### src/rtl/core/cgla_pkg.sv
package cgla_pkg;

	localparam int PARENT_FIELDS = 4;
	localparam int MAX_RESULTS   = 16;
	localparam int FIELD_W       = 16;
	localparam int PC_W          = 3;
	localparam int PI_W          = $clog2(PARENT_FIELDS);
	localparam int COL_W         = 4;
	localparam int MARK_W        = 6;

	localparam logic [MARK_W-1:0] MK_COMMIT = 6'h01;
	localparam logic [MARK_W-1:0] MK_CHILD  = 6'h02;
	localparam logic [MARK_W-1:0] MK_FORK   = 6'h04;
	localparam logic [MARK_W-1:0] MK_PASS   = 6'h08;
	localparam logic [MARK_W-1:0] MK_PARENT = 6'h10;
	localparam logic [MARK_W-1:0] MK_MERGE  = 6'h20;

	typedef enum logic [2:0] {
		ST_IDLE,
		ST_CSCAN,
		ST_CFIN,
		ST_PSCAN,
		ST_PFIN,
		ST_EMIT
	} state_t;

	typedef struct packed {
		logic clear;
		logic step;
	} scan_ctl_t;

	typedef struct packed {
		logic match;
		logic first_hit;
		logic hit_found;
		logic empty_found;
	} scan_stat_t;

endpackage

### src/rtl/core/cgla_in_if.sv
interface cgla_in_if import cgla_pkg::*; ();
	logic               valid;
	logic               ready;
	logic               restart;
	logic [PC_W-1:0]    parent_count;
	logic [FIELD_W-1:0] parent_0;
	logic [FIELD_W-1:0] parent_1;
	logic [FIELD_W-1:0] parent_2;
	logic [FIELD_W-1:0] parent_3;

	modport source (
		output valid, restart, parent_count, parent_0, parent_1, parent_2, parent_3,
		input  ready
	);
	modport sink (
		input  valid, restart, parent_count, parent_0, parent_1, parent_2, parent_3,
		output ready
	);
endinterface

### src/rtl/core/cgla_out_if.sv
interface cgla_out_if import cgla_pkg::*; ();
	logic              valid;
	logic              ready;
	logic [COL_W-1:0]  column;
	logic [MARK_W-1:0] marks;
	logic              overflow;
	logic              last;

	modport source (
		output valid, column, marks, overflow, last,
		input  ready
	);
	modport sink (
		input  valid, column, marks, overflow, last,
		output ready
	);
endinterface

### src/rtl/core/cgla_scan_unit.sv
module cgla_scan_unit import cgla_pkg::*; #(
	parameter int  LANES    = 16,
	parameter int  ROW_BITS = 16,
	localparam int LW       = $clog2(LANES)
) (
	input  logic                clk,
	input  logic                arst_n,
	input  scan_ctl_t           ctl,
	input  logic [ROW_BITS-1:0] key,
	input  logic [ROW_BITS-1:0] expect_val,
	input  logic                busy,
	input  logic [LW-1:0]       idx,
	output scan_stat_t          stat,
	output logic [LW-1:0]       hit_idx,
	output logic [LW-1:0]       empty_idx
);

	logic hit_found_q;
	logic empty_found_q;
	logic [LW-1:0] hit_idx_q;
	logic [LW-1:0] empty_idx_q;
	logic match;

	// one lane compare per cycle
	assign match = busy && (expect_val == key);

	always_comb begin
		stat.match       = match;
		stat.first_hit   = match && !hit_found_q;
		stat.hit_found   = hit_found_q;
		stat.empty_found = empty_found_q;
	end

	assign hit_idx   = hit_idx_q;
	assign empty_idx = empty_idx_q;

	always_ff @(posedge clk or negedge arst_n) begin
		if (!arst_n) begin
			hit_found_q   <= 1'b0;
			empty_found_q <= 1'b0;
		end else if (ctl.clear) begin
			hit_found_q   <= 1'b0;
			empty_found_q <= 1'b0;
		end else if (ctl.step) begin
			if (match && !hit_found_q) begin
				hit_found_q <= 1'b1;
			end
			if (!busy && !empty_found_q) begin
				empty_found_q <= 1'b1;
			end
		end
	end

	always_ff @(posedge clk) begin
		if (ctl.step && match && !hit_found_q) begin
			hit_idx_q <= idx;
		end
		if (ctl.step && !busy && !empty_found_q) begin
			empty_idx_q <= idx;
		end
	end

endmodule

### src/rtl/core/commit_graph_lane_assigner.sv
// commit graph lane assigner
// item_in carries one history row: restart, parent_count and up to four parent
// row indices. result_out returns one item per lane column, from column 0 up to
// the highest marked column (at least one, at most sixteen), with the lane
// marks, the row's overflow flag and last on the final column of the row.
// a row is handled by one lane compare unit that walks the lane table one lane
// a cycle: one walk for the commit and one walk per parent, each followed by an
// update state, then one result item per cycle while result_out is ready.
// item_in.ready is high only between rows.
// a stalled result_out holds the pending item and pauses the column sweep; the
// next row may be accepted while the last result item still waits.
// reset empties every lane and zeroes the row counter; restart on an item does
// the same before that row is processed.
module commit_graph_lane_assigner import cgla_pkg::*; #(
	parameter int  LANES       = 16,
	parameter int  ROW_BITS    = 16,
	parameter int  MAX_PARENTS = 4,
	localparam int LW          = $clog2(LANES)
) (
	input  logic       clk,
	input  logic       arst_n,
	cgla_in_if.sink    item_in,
	cgla_out_if.source result_out
);

	state_t state_q, state_d;

	logic [LANES-1:0]    busy_q;
	logic [ROW_BITS-1:0] expect_q [LANES];
	logic [MARK_W-1:0]   marks_q  [LANES];
	logic [ROW_BITS-1:0] parents_q [PARENT_FIELDS];
	logic [ROW_BITS-1:0] row_q;
	logic [LW-1:0]       idx_q;
	logic [PI_W-1:0]     pidx_q;
	logic [PC_W-1:0]     pc_q;
	logic                ovf_q;
	logic [LW-1:0]       ccol_q;
	logic                ccol_ok_q;
	logic [LW-1:0]       high_q;
	logic                high_ok_q;

	logic                out_valid_q;
	logic [COL_W-1:0]    out_col_q;
	logic [MARK_W-1:0]   out_marks_q;
	logic                out_ovf_q;
	logic                out_last_q;

	logic                accept;
	logic                idx_end;
	logic                load_out;
	logic                last_parent;
	logic [PC_W-1:0]     pc_sat;
	logic [ROW_BITS-1:0] key;
	logic [LW-1:0]       lim;
	logic [LW-1:0]       pick;
	logic                pick_ok;
	logic                mk_we;
	logic [LW-1:0]       mk_addr;
	logic [MARK_W-1:0]   mk_bits;

	scan_ctl_t  scan_ctl;
	scan_stat_t scan_stat;
	logic [LW-1:0] hit_idx;
	logic [LW-1:0] empty_idx;

	cgla_scan_unit #(
		.LANES    (LANES),
		.ROW_BITS (ROW_BITS)
	) u_scan (
		.clk        (clk),
		.arst_n     (arst_n),
		.ctl        (scan_ctl),
		.key        (key),
		.expect_val (expect_q[idx_q]),
		.busy       (busy_q[idx_q]),
		.idx        (idx_q),
		.stat       (scan_stat),
		.hit_idx    (hit_idx),
		.empty_idx  (empty_idx)
	);

	assign accept      = item_in.valid && item_in.ready;
	assign idx_end     = (idx_q == LW'(LANES - 1));
	assign last_parent = ((PC_W'(pidx_q) + PC_W'(1)) == pc_q);
	assign key         = (state_q == ST_CSCAN) ? row_q : parents_q[pidx_q];

	always_comb begin
		pc_sat = item_in.parent_count;
		if (int'(pc_sat) > MAX_PARENTS) begin
			pc_sat = PC_W'(MAX_PARENTS);
		end
		if (int'(pc_sat) > PARENT_FIELDS) begin
			pc_sat = PC_W'(PARENT_FIELDS);
		end
	end

	always_comb begin
		if (scan_stat.hit_found) begin
			pick    = hit_idx;
			pick_ok = 1'b1;
		end else begin
			pick    = empty_idx;
			pick_ok = scan_stat.empty_found;
		end
	end

	always_comb begin
		if (!high_ok_q) begin
			lim = '0;
		end else if (int'(high_q) > MAX_RESULTS - 1) begin
			lim = LW'(MAX_RESULTS - 1);
		end else begin
			lim = high_q;
		end
	end

	// next state
	always_comb begin
		state_d = state_q;
		case (state_q)
			ST_IDLE: begin
				if (accept) begin
					state_d = ST_CSCAN;
				end
			end
			ST_CSCAN: begin
				if (idx_end) begin
					state_d = ST_CFIN;
				end
			end
			ST_CFIN: begin
				state_d = (pc_q == '0) ? ST_EMIT : ST_PSCAN;
			end
			ST_PSCAN: begin
				if (idx_end) begin
					state_d = ST_PFIN;
				end
			end
			ST_PFIN: begin
				state_d = last_parent ? ST_EMIT : ST_PSCAN;
			end
			ST_EMIT: begin
				if (load_out && idx_q == lim) begin
					state_d = ST_IDLE;
				end
			end
			default: state_d = ST_IDLE;
		endcase
	end

	// sequencer outputs
	always_comb begin
		item_in.ready  = 1'b0;
		scan_ctl.clear = 1'b0;
		scan_ctl.step  = 1'b0;
		load_out       = 1'b0;
		mk_we          = 1'b0;
		mk_addr        = idx_q;
		mk_bits        = '0;
		case (state_q)
			ST_IDLE: begin
				item_in.ready  = 1'b1;
				scan_ctl.clear = 1'b1;
			end
			ST_CSCAN: begin
				scan_ctl.step = 1'b1;
				if (scan_stat.match) begin
					mk_we   = 1'b1;
					mk_bits = scan_stat.first_hit ? (MK_COMMIT | MK_CHILD) : MK_FORK;
				end else if (busy_q[idx_q]) begin
					mk_we   = 1'b1;
					mk_bits = MK_PASS;
				end
			end
			ST_CFIN: begin
				scan_ctl.clear = 1'b1;
				if (!scan_stat.hit_found && scan_stat.empty_found) begin
					mk_we   = 1'b1;
					mk_addr = empty_idx;
					mk_bits = MK_COMMIT;
				end
			end
			ST_PSCAN: begin
				scan_ctl.step = 1'b1;
			end
			ST_PFIN: begin
				scan_ctl.clear = 1'b1;
				mk_we          = pick_ok;
				mk_addr        = pick;
				mk_bits        = (ccol_ok_q && pick == ccol_q) ? MK_PARENT : MK_MERGE;
			end
			ST_EMIT: begin
				load_out = !out_valid_q || result_out.ready;
			end
			default: ;
		endcase
	end

	always_ff @(posedge clk or negedge arst_n) begin
		if (!arst_n) begin
			state_q   <= ST_IDLE;
			busy_q    <= '0;
			row_q     <= '0;
			idx_q     <= '0;
			pidx_q    <= '0;
			pc_q      <= '0;
			ovf_q     <= 1'b0;
			ccol_ok_q <= 1'b0;
			high_ok_q <= 1'b0;
			high_q    <= '0;
			for (int i = 0; i < LANES; i++) begin
				marks_q[i] <= '0;
			end
		end else begin
			state_q <= state_d;
			if (mk_we) begin
				marks_q[mk_addr] <= marks_q[mk_addr] | mk_bits;
				if (!high_ok_q || mk_addr > high_q) begin
					high_q    <= mk_addr;
					high_ok_q <= 1'b1;
				end
			end
			case (state_q)
				ST_IDLE: begin
					if (accept) begin
						if (item_in.restart) begin
							busy_q <= '0;
							row_q  <= '0;
						end
						pc_q      <= pc_sat;
						pidx_q    <= '0;
						idx_q     <= '0;
						ovf_q     <= 1'b0;
						high_ok_q <= 1'b0;
						high_q    <= '0;
						for (int i = 0; i < LANES; i++) begin
							marks_q[i] <= '0;
						end
					end
				end
				ST_CSCAN: begin
					if (scan_stat.match) begin
						busy_q[idx_q] <= 1'b0;
					end
					idx_q <= idx_end ? '0 : idx_q + LW'(1);
				end
				ST_CFIN: begin
					if (scan_stat.hit_found) begin
						ccol_q    <= hit_idx;
						ccol_ok_q <= 1'b1;
					end else if (scan_stat.empty_found) begin
						ccol_q    <= empty_idx;
						ccol_ok_q <= 1'b1;
					end else begin
						ccol_ok_q <= 1'b0;
						ovf_q     <= 1'b1;
					end
				end
				ST_PSCAN: begin
					idx_q <= idx_end ? '0 : idx_q + LW'(1);
				end
				ST_PFIN: begin
					if (pick_ok) begin
						busy_q[pick] <= 1'b1;
					end else begin
						ovf_q <= 1'b1;
					end
					pidx_q <= pidx_q + PI_W'(1);
				end
				ST_EMIT: begin
					if (load_out) begin
						if (idx_q == lim) begin
							idx_q <= '0;
							row_q <= row_q + ROW_BITS'(1);
						end else begin
							idx_q <= idx_q + LW'(1);
						end
					end
				end
				default: ;
			endcase
		end
	end

	// payload registers
	always_ff @(posedge clk) begin
		if (accept) begin
			parents_q[0] <= ROW_BITS'(item_in.parent_0);
			parents_q[1] <= ROW_BITS'(item_in.parent_1);
			parents_q[2] <= ROW_BITS'(item_in.parent_2);
			parents_q[3] <= ROW_BITS'(item_in.parent_3);
		end
		if (state_q == ST_PFIN && pick_ok) begin
			expect_q[pick] <= parents_q[pidx_q];
		end
		if (load_out) begin
			out_col_q   <= COL_W'(idx_q);
			out_marks_q <= marks_q[idx_q];
			out_ovf_q   <= ovf_q;
			out_last_q  <= (idx_q == lim);
		end
	end

	always_ff @(posedge clk or negedge arst_n) begin
		if (!arst_n) begin
			out_valid_q <= 1'b0;
		end else if (load_out) begin
			out_valid_q <= 1'b1;
		end else if (result_out.ready) begin
			out_valid_q <= 1'b0;
		end
	end

	assign result_out.valid    = out_valid_q;
	assign result_out.column   = out_col_q;
	assign result_out.marks    = out_marks_q;
	assign result_out.overflow = out_ovf_q;
	assign result_out.last     = out_last_q;

endmodule

### src/flat_wrapper.sv
// flat-port wrapper written by rule: the top's interface ports become plain ports
module commit_graph_lane_assigner_flat import cgla_pkg::*;
#(
	parameter int  LANES       = 16,
	parameter int  ROW_BITS    = 16,
	parameter int  MAX_PARENTS = 4,
	localparam int LW          = $clog2(LANES)
)
  (clk, arst_n, item_in_valid, item_in_restart, item_in_parent_count, item_in_parent_0, item_in_parent_1, item_in_parent_2, item_in_parent_3, item_in_ready, result_out_valid, result_out_column, result_out_marks, result_out_overflow, result_out_last, result_out_ready);
  cgla_in_if item_in_i ();
  cgla_out_if result_out_i ();
  input  logic clk;
  input  logic arst_n;
  input wire logic [$bits(item_in_i.valid)-1:0] item_in_valid;
  input wire logic [$bits(item_in_i.restart)-1:0] item_in_restart;
  input wire logic [$bits(item_in_i.parent_count)-1:0] item_in_parent_count;
  input wire logic [$bits(item_in_i.parent_0)-1:0] item_in_parent_0;
  input wire logic [$bits(item_in_i.parent_1)-1:0] item_in_parent_1;
  input wire logic [$bits(item_in_i.parent_2)-1:0] item_in_parent_2;
  input wire logic [$bits(item_in_i.parent_3)-1:0] item_in_parent_3;
  output wire logic [$bits(item_in_i.ready)-1:0] item_in_ready;
  output wire logic [$bits(result_out_i.valid)-1:0] result_out_valid;
  output wire logic [$bits(result_out_i.column)-1:0] result_out_column;
  output wire logic [$bits(result_out_i.marks)-1:0] result_out_marks;
  output wire logic [$bits(result_out_i.overflow)-1:0] result_out_overflow;
  output wire logic [$bits(result_out_i.last)-1:0] result_out_last;
  input wire logic [$bits(result_out_i.ready)-1:0] result_out_ready;
  assign item_in_i.valid = item_in_valid;
  assign item_in_i.restart = item_in_restart;
  assign item_in_i.parent_count = item_in_parent_count;
  assign item_in_i.parent_0 = item_in_parent_0;
  assign item_in_i.parent_1 = item_in_parent_1;
  assign item_in_i.parent_2 = item_in_parent_2;
  assign item_in_i.parent_3 = item_in_parent_3;
  assign item_in_ready = item_in_i.ready;
  assign result_out_valid = result_out_i.valid;
  assign result_out_column = result_out_i.column;
  assign result_out_marks = result_out_i.marks;
  assign result_out_overflow = result_out_i.overflow;
  assign result_out_last = result_out_i.last;
  assign result_out_i.ready = result_out_ready;
  commit_graph_lane_assigner #(.LANES(LANES), .ROW_BITS(ROW_BITS), .MAX_PARENTS(MAX_PARENTS)) u_core (.clk(clk), .arst_n(arst_n), .item_in(item_in_i), .result_out(result_out_i));
endmodule
### config.mk
export PLATFORM = sky130hd
export DESIGN_NAME = commit_graph_lane_assigner_flat
export DESIGN_NICKNAME = d
export VERILOG_FILES = /design/src/rtl/core/cgla_pkg.sv /design/src/rtl/core/cgla_in_if.sv /design/src/rtl/core/cgla_out_if.sv /design/src/rtl/core/cgla_scan_unit.sv /design/src/rtl/core/commit_graph_lane_assigner.sv /design/src/flat_wrapper.sv
export SDC_FILE = /design/constraint.sdc
export NUM_CORES = 1
export LEC_CHECK = 0
export ABC_AREA = 1
export BUFFER_PORTS_ARGS = -buffer_cell sky130_fd_sc_hd__buf_4
export CAP_MARGIN = 0
export CORE_AREA = 2 2 229 231
export DETAILED_ROUTE_END_ITERATION = 8
export DIE_AREA = 0 0 231 233
export PLACE_DENSITY = 0.63
export SETUP_SLACK_MARGIN = 0.4
export SLEW_MARGIN = 20
export SYNTH_ARGS = -nofsm -noshare
export SYNTH_HDL_FRONTEND = slang
export SYNTH_SLANG_ARGS = --single-unit
### constraint.sdc
create_clock -name clk -period 3.8 [get_ports clk]
set_clock_uncertainty 0.15 [all_clocks]
set_input_delay 0.38 -clock clk [delete_from_list [all_inputs] [get_ports clk]]
set_output_delay 0.38 -clock clk [all_outputs]
set_load 0.01 [all_outputs]
==> impl_metrics.ini <==
[worst_setup_path]
cp-startpoint = u_core.pidx_q[0]
critPathRequiredTime_ps = 4200
critPathKind = flip-flop to flip-flop
critPathLaunchType = flip-flop
worstReg2RegEnd = u_core.marks_q[13]
r2r_slack_ps = 610
endpoint_kind = flip-flop
r2r-start = u_core.pidx_q[0]
worst-r2r-cell-count = 19
worstPathArrival_ps = 3600
cp_max_fo = 32

[power]
powerDensity_nw_per_um2 = 775
peakVddDrop_mv = 0.481
p_leak_uw = 0.0134

[floorplanning]
dieArea_um2 = 53800
start_util_pct = 48.8
rows = 83
io_pins = 86
die_x_um = 231
core_um2 = 51100
die-height_um = 233

[placement]
placedCellCount = 3663
io_buffers = 85
dpl.hpwl_mm = 46.1
globalplace.congestion = 0.925

[timing]
setup_viol = 0
relSlewSlack_pct = 37.6
tns_ps = 0
rsz0062_at_grt = no
slew_violations = 0
period_minus_slack_ps = 3190
hold_viol = 0
max_freq_mhz = 313
worstMarginPinSlew_ps = 933
fin_crit_sh_pct = 84.0

[cells_and_area]
final_cell_mix = nand2_1, inv_1, edfxtp_1
drive_gt1_share_pct = 11.0
nNetsFinal = 3201
final_util_pct = 56.9
stdcell_count = 3843
final_common_cell = nand2_1
fillers = 4488
num_antenna_cells = 0
area_growth_pct = 16.7

[routing]
detail_route.drc_violations = 0
dr_total_vias = 20700
wl_mm = 74.7
wl_per_cell_um = 19.4
viasPerCell = 5.40
ant_nets = 0
dr.pass1.iters = 5
drtIter0Drc = 2140

[clock_network]
ctsHtreeMaxLevel = 2
cts-root-buf = clkbuf_16
cts_buffers = 53
cts_sinks = 494
clkTransAtPathRegs_ps = 70
cts_tree = done
clk-insertion-delay-late_ps = 620
clockBufferDepth = 3

[min_path]
holdCritPathClass = input pin to async pin

[run_status]
status = finished, final reports clean

[grt]
grt_pass1_wl_mm = 115
grt.total_usage_pct = 27.9
antenna_found_initial = 0
grt_max_degree = 144
grt_pass1_vias = 19900
overflow = 0

[synth]
yosys-top-cells-area = edfxtp_1, dfrtp_1, nand2_1
ys_ff_latch = 494
syn_inst = 2957
synth_top_area_share_pct = 41.5
syn-num-nets = 3039
synth_area_um2 = 24900
synth_top_area_cell = edfxtp_1
ys_warn_count = 0
synth_seq_area_share_pct = 56.5
syn_avg_cell_area_um2 = 8.43
synth_cell_type_count = 50

[flow_run]
drv_cap = 0
-- where the power goes --
group	total [µW]	internal (µW)	switching, µW
registers	7280	6980	301
logic	10000	2840	7160
clock network	5270	3080	2200
total	22600	12900	9660
-- synth_stat cells (all sizes together) --
| library cell | number |
|---|---|
| a32o | 1 |
| o31ai | 2 |
| nor3b | 1 |
| o21a | 4 |
| a31oi | 1 |
| a21oi | 211 |
| nor4 | 1 |
| or2 | 1 |
| edfxtp | 344 |
| o211ai | 1 |
| ha | 10 |
| dfrtp | 150 |
| o21bai | 5 |
| buf | 91 |
| inv | 491 |
| a2111o | 6 |
| o22ai | 3 |
| o221ai | 1 |
| o21ai | 133 |
| and3 | 1 |
| a22o | 3 |
| a22oi | 1 |
| nor3 | 13 |
| nand3 | 227 |
| clkbuf | 36 |
| nand2 | 998 |
| xnor2 | 3 |
| a21boi | 12 |
| xor2 | 13 |
| and2 | 1 |
| a221o | 1 |
| nand4 | 28 |
| nor2 | 159 |
| clkinv | 4 |
-- metal layers --
layer / global-route usage, % / share of wire [%]
met1: 37.3 / 41
met2: 45.8 / 47
met3: 3.60 / 8.0
met4: 12.3 / 4.0
met5: 0 / 0
-- metrics by stage --
| step | setup slack, ps | hold WS [ps] | area [µm²] | power [µW] |
|---|---|---|---|---|
| 6_report | 608 | 169 | 29100 | 22600 |
| 4_1_cts | 472 | 171 | 29000 | 22300 |
| 3_3_place_gp | 501 | 244 | 26500 | 16800 |
| 5_1_grt | 405 | 206 | 29100 | 23800 |
| 2_1_floorplan | 946 | -65.6 | 24900 | 13900 |
| 3_5_place_dp | 500 | 250 | 26500 | 17000 |
-- sequential cells by signal, summed over array words and instances, names as in the netlist, 2 cells and up --
register / flops
u_core.expect_q: 256
u_core.marks_q: 96
u_core.parents_q: 64
u_core.busy_q: 16
u_core.row_q: 16
u_core.result_out.marks: 6
u_core.ccol_q: 4
u_core.high_q: 4
u_core.idx_q: 4
u_core.result_out.column: 4
u_core.u_scan.empty_idx: 4
u_core.u_scan.hit_idx: 4
u_core.pc_q: 3
u_core.state_q: 3
u_core.pidx_q: 2
-- worst max path at each step --
stage | to | slack [ps] | cells after the start
floorplan | u_core.parents_q[0][0] | 950 | 6
global placement | u_core.marks_q[13] | 500 | 18
detailed placement | u_core.marks_q[17] | 500 | 18
CTS | u_core.marks_q[17] | 470 | 18
global route | u_core.marks_q[37] | 400 | 19
finish | u_core.marks_q[13] | 610 | 19
-- critical path, stage by stage (launching register included) --
cell and delay (ps):
dfrtp_1 370, inv_1 350, buf_12 210, nand2_1 60, nand3_1 70, nand2_1 80, inv_1 190, o21ai_0 230
inv_1 120, nor2_1 50, nor2_1 140, nand2_1 70, nor2_1 90, nand2_1 130, nor2_4 210, nand3_2 80
buf_4 280, nand3_1 130, nand2_1 60, inv_1 60
-- what timing repair did --
item,CTS,global route
setup endpoints to repair,0,113
hold buffers,72,0
hold endpoints to repair,117,0
resized for setup,0,19
setup buffers,0,8
-- cells by family after synthesis --
group / count (synthesis) / share of synthesized area (%)
AOI/OAI and AO/OA: 385 / 8.37
xor gates and xnor gates: 16 / 0.562
adders and majority gates: 10 / 0.502
buffers and inverters: 622 / 10.2
DFF: 494 / 56.5
and+or+nand+nor: 1430 / 23.9
-- layout make-up --
type / instances / area, µm² / share of cell area (%)
timing repair buffer: 234 / 2130 / 7.33
tap: 680 / 851 / 2.92
clock inverter: 30 / 329 / 1.13
multi-input combinational: 1841 / 8370 / 28.8
inverter: 495 / 1880 / 6.46
clock buffer: 69 / 1440 / 4.94
sequential: 494 / 14100 / 48.4
Note: power is estimated with default switching activity, not from simulation.
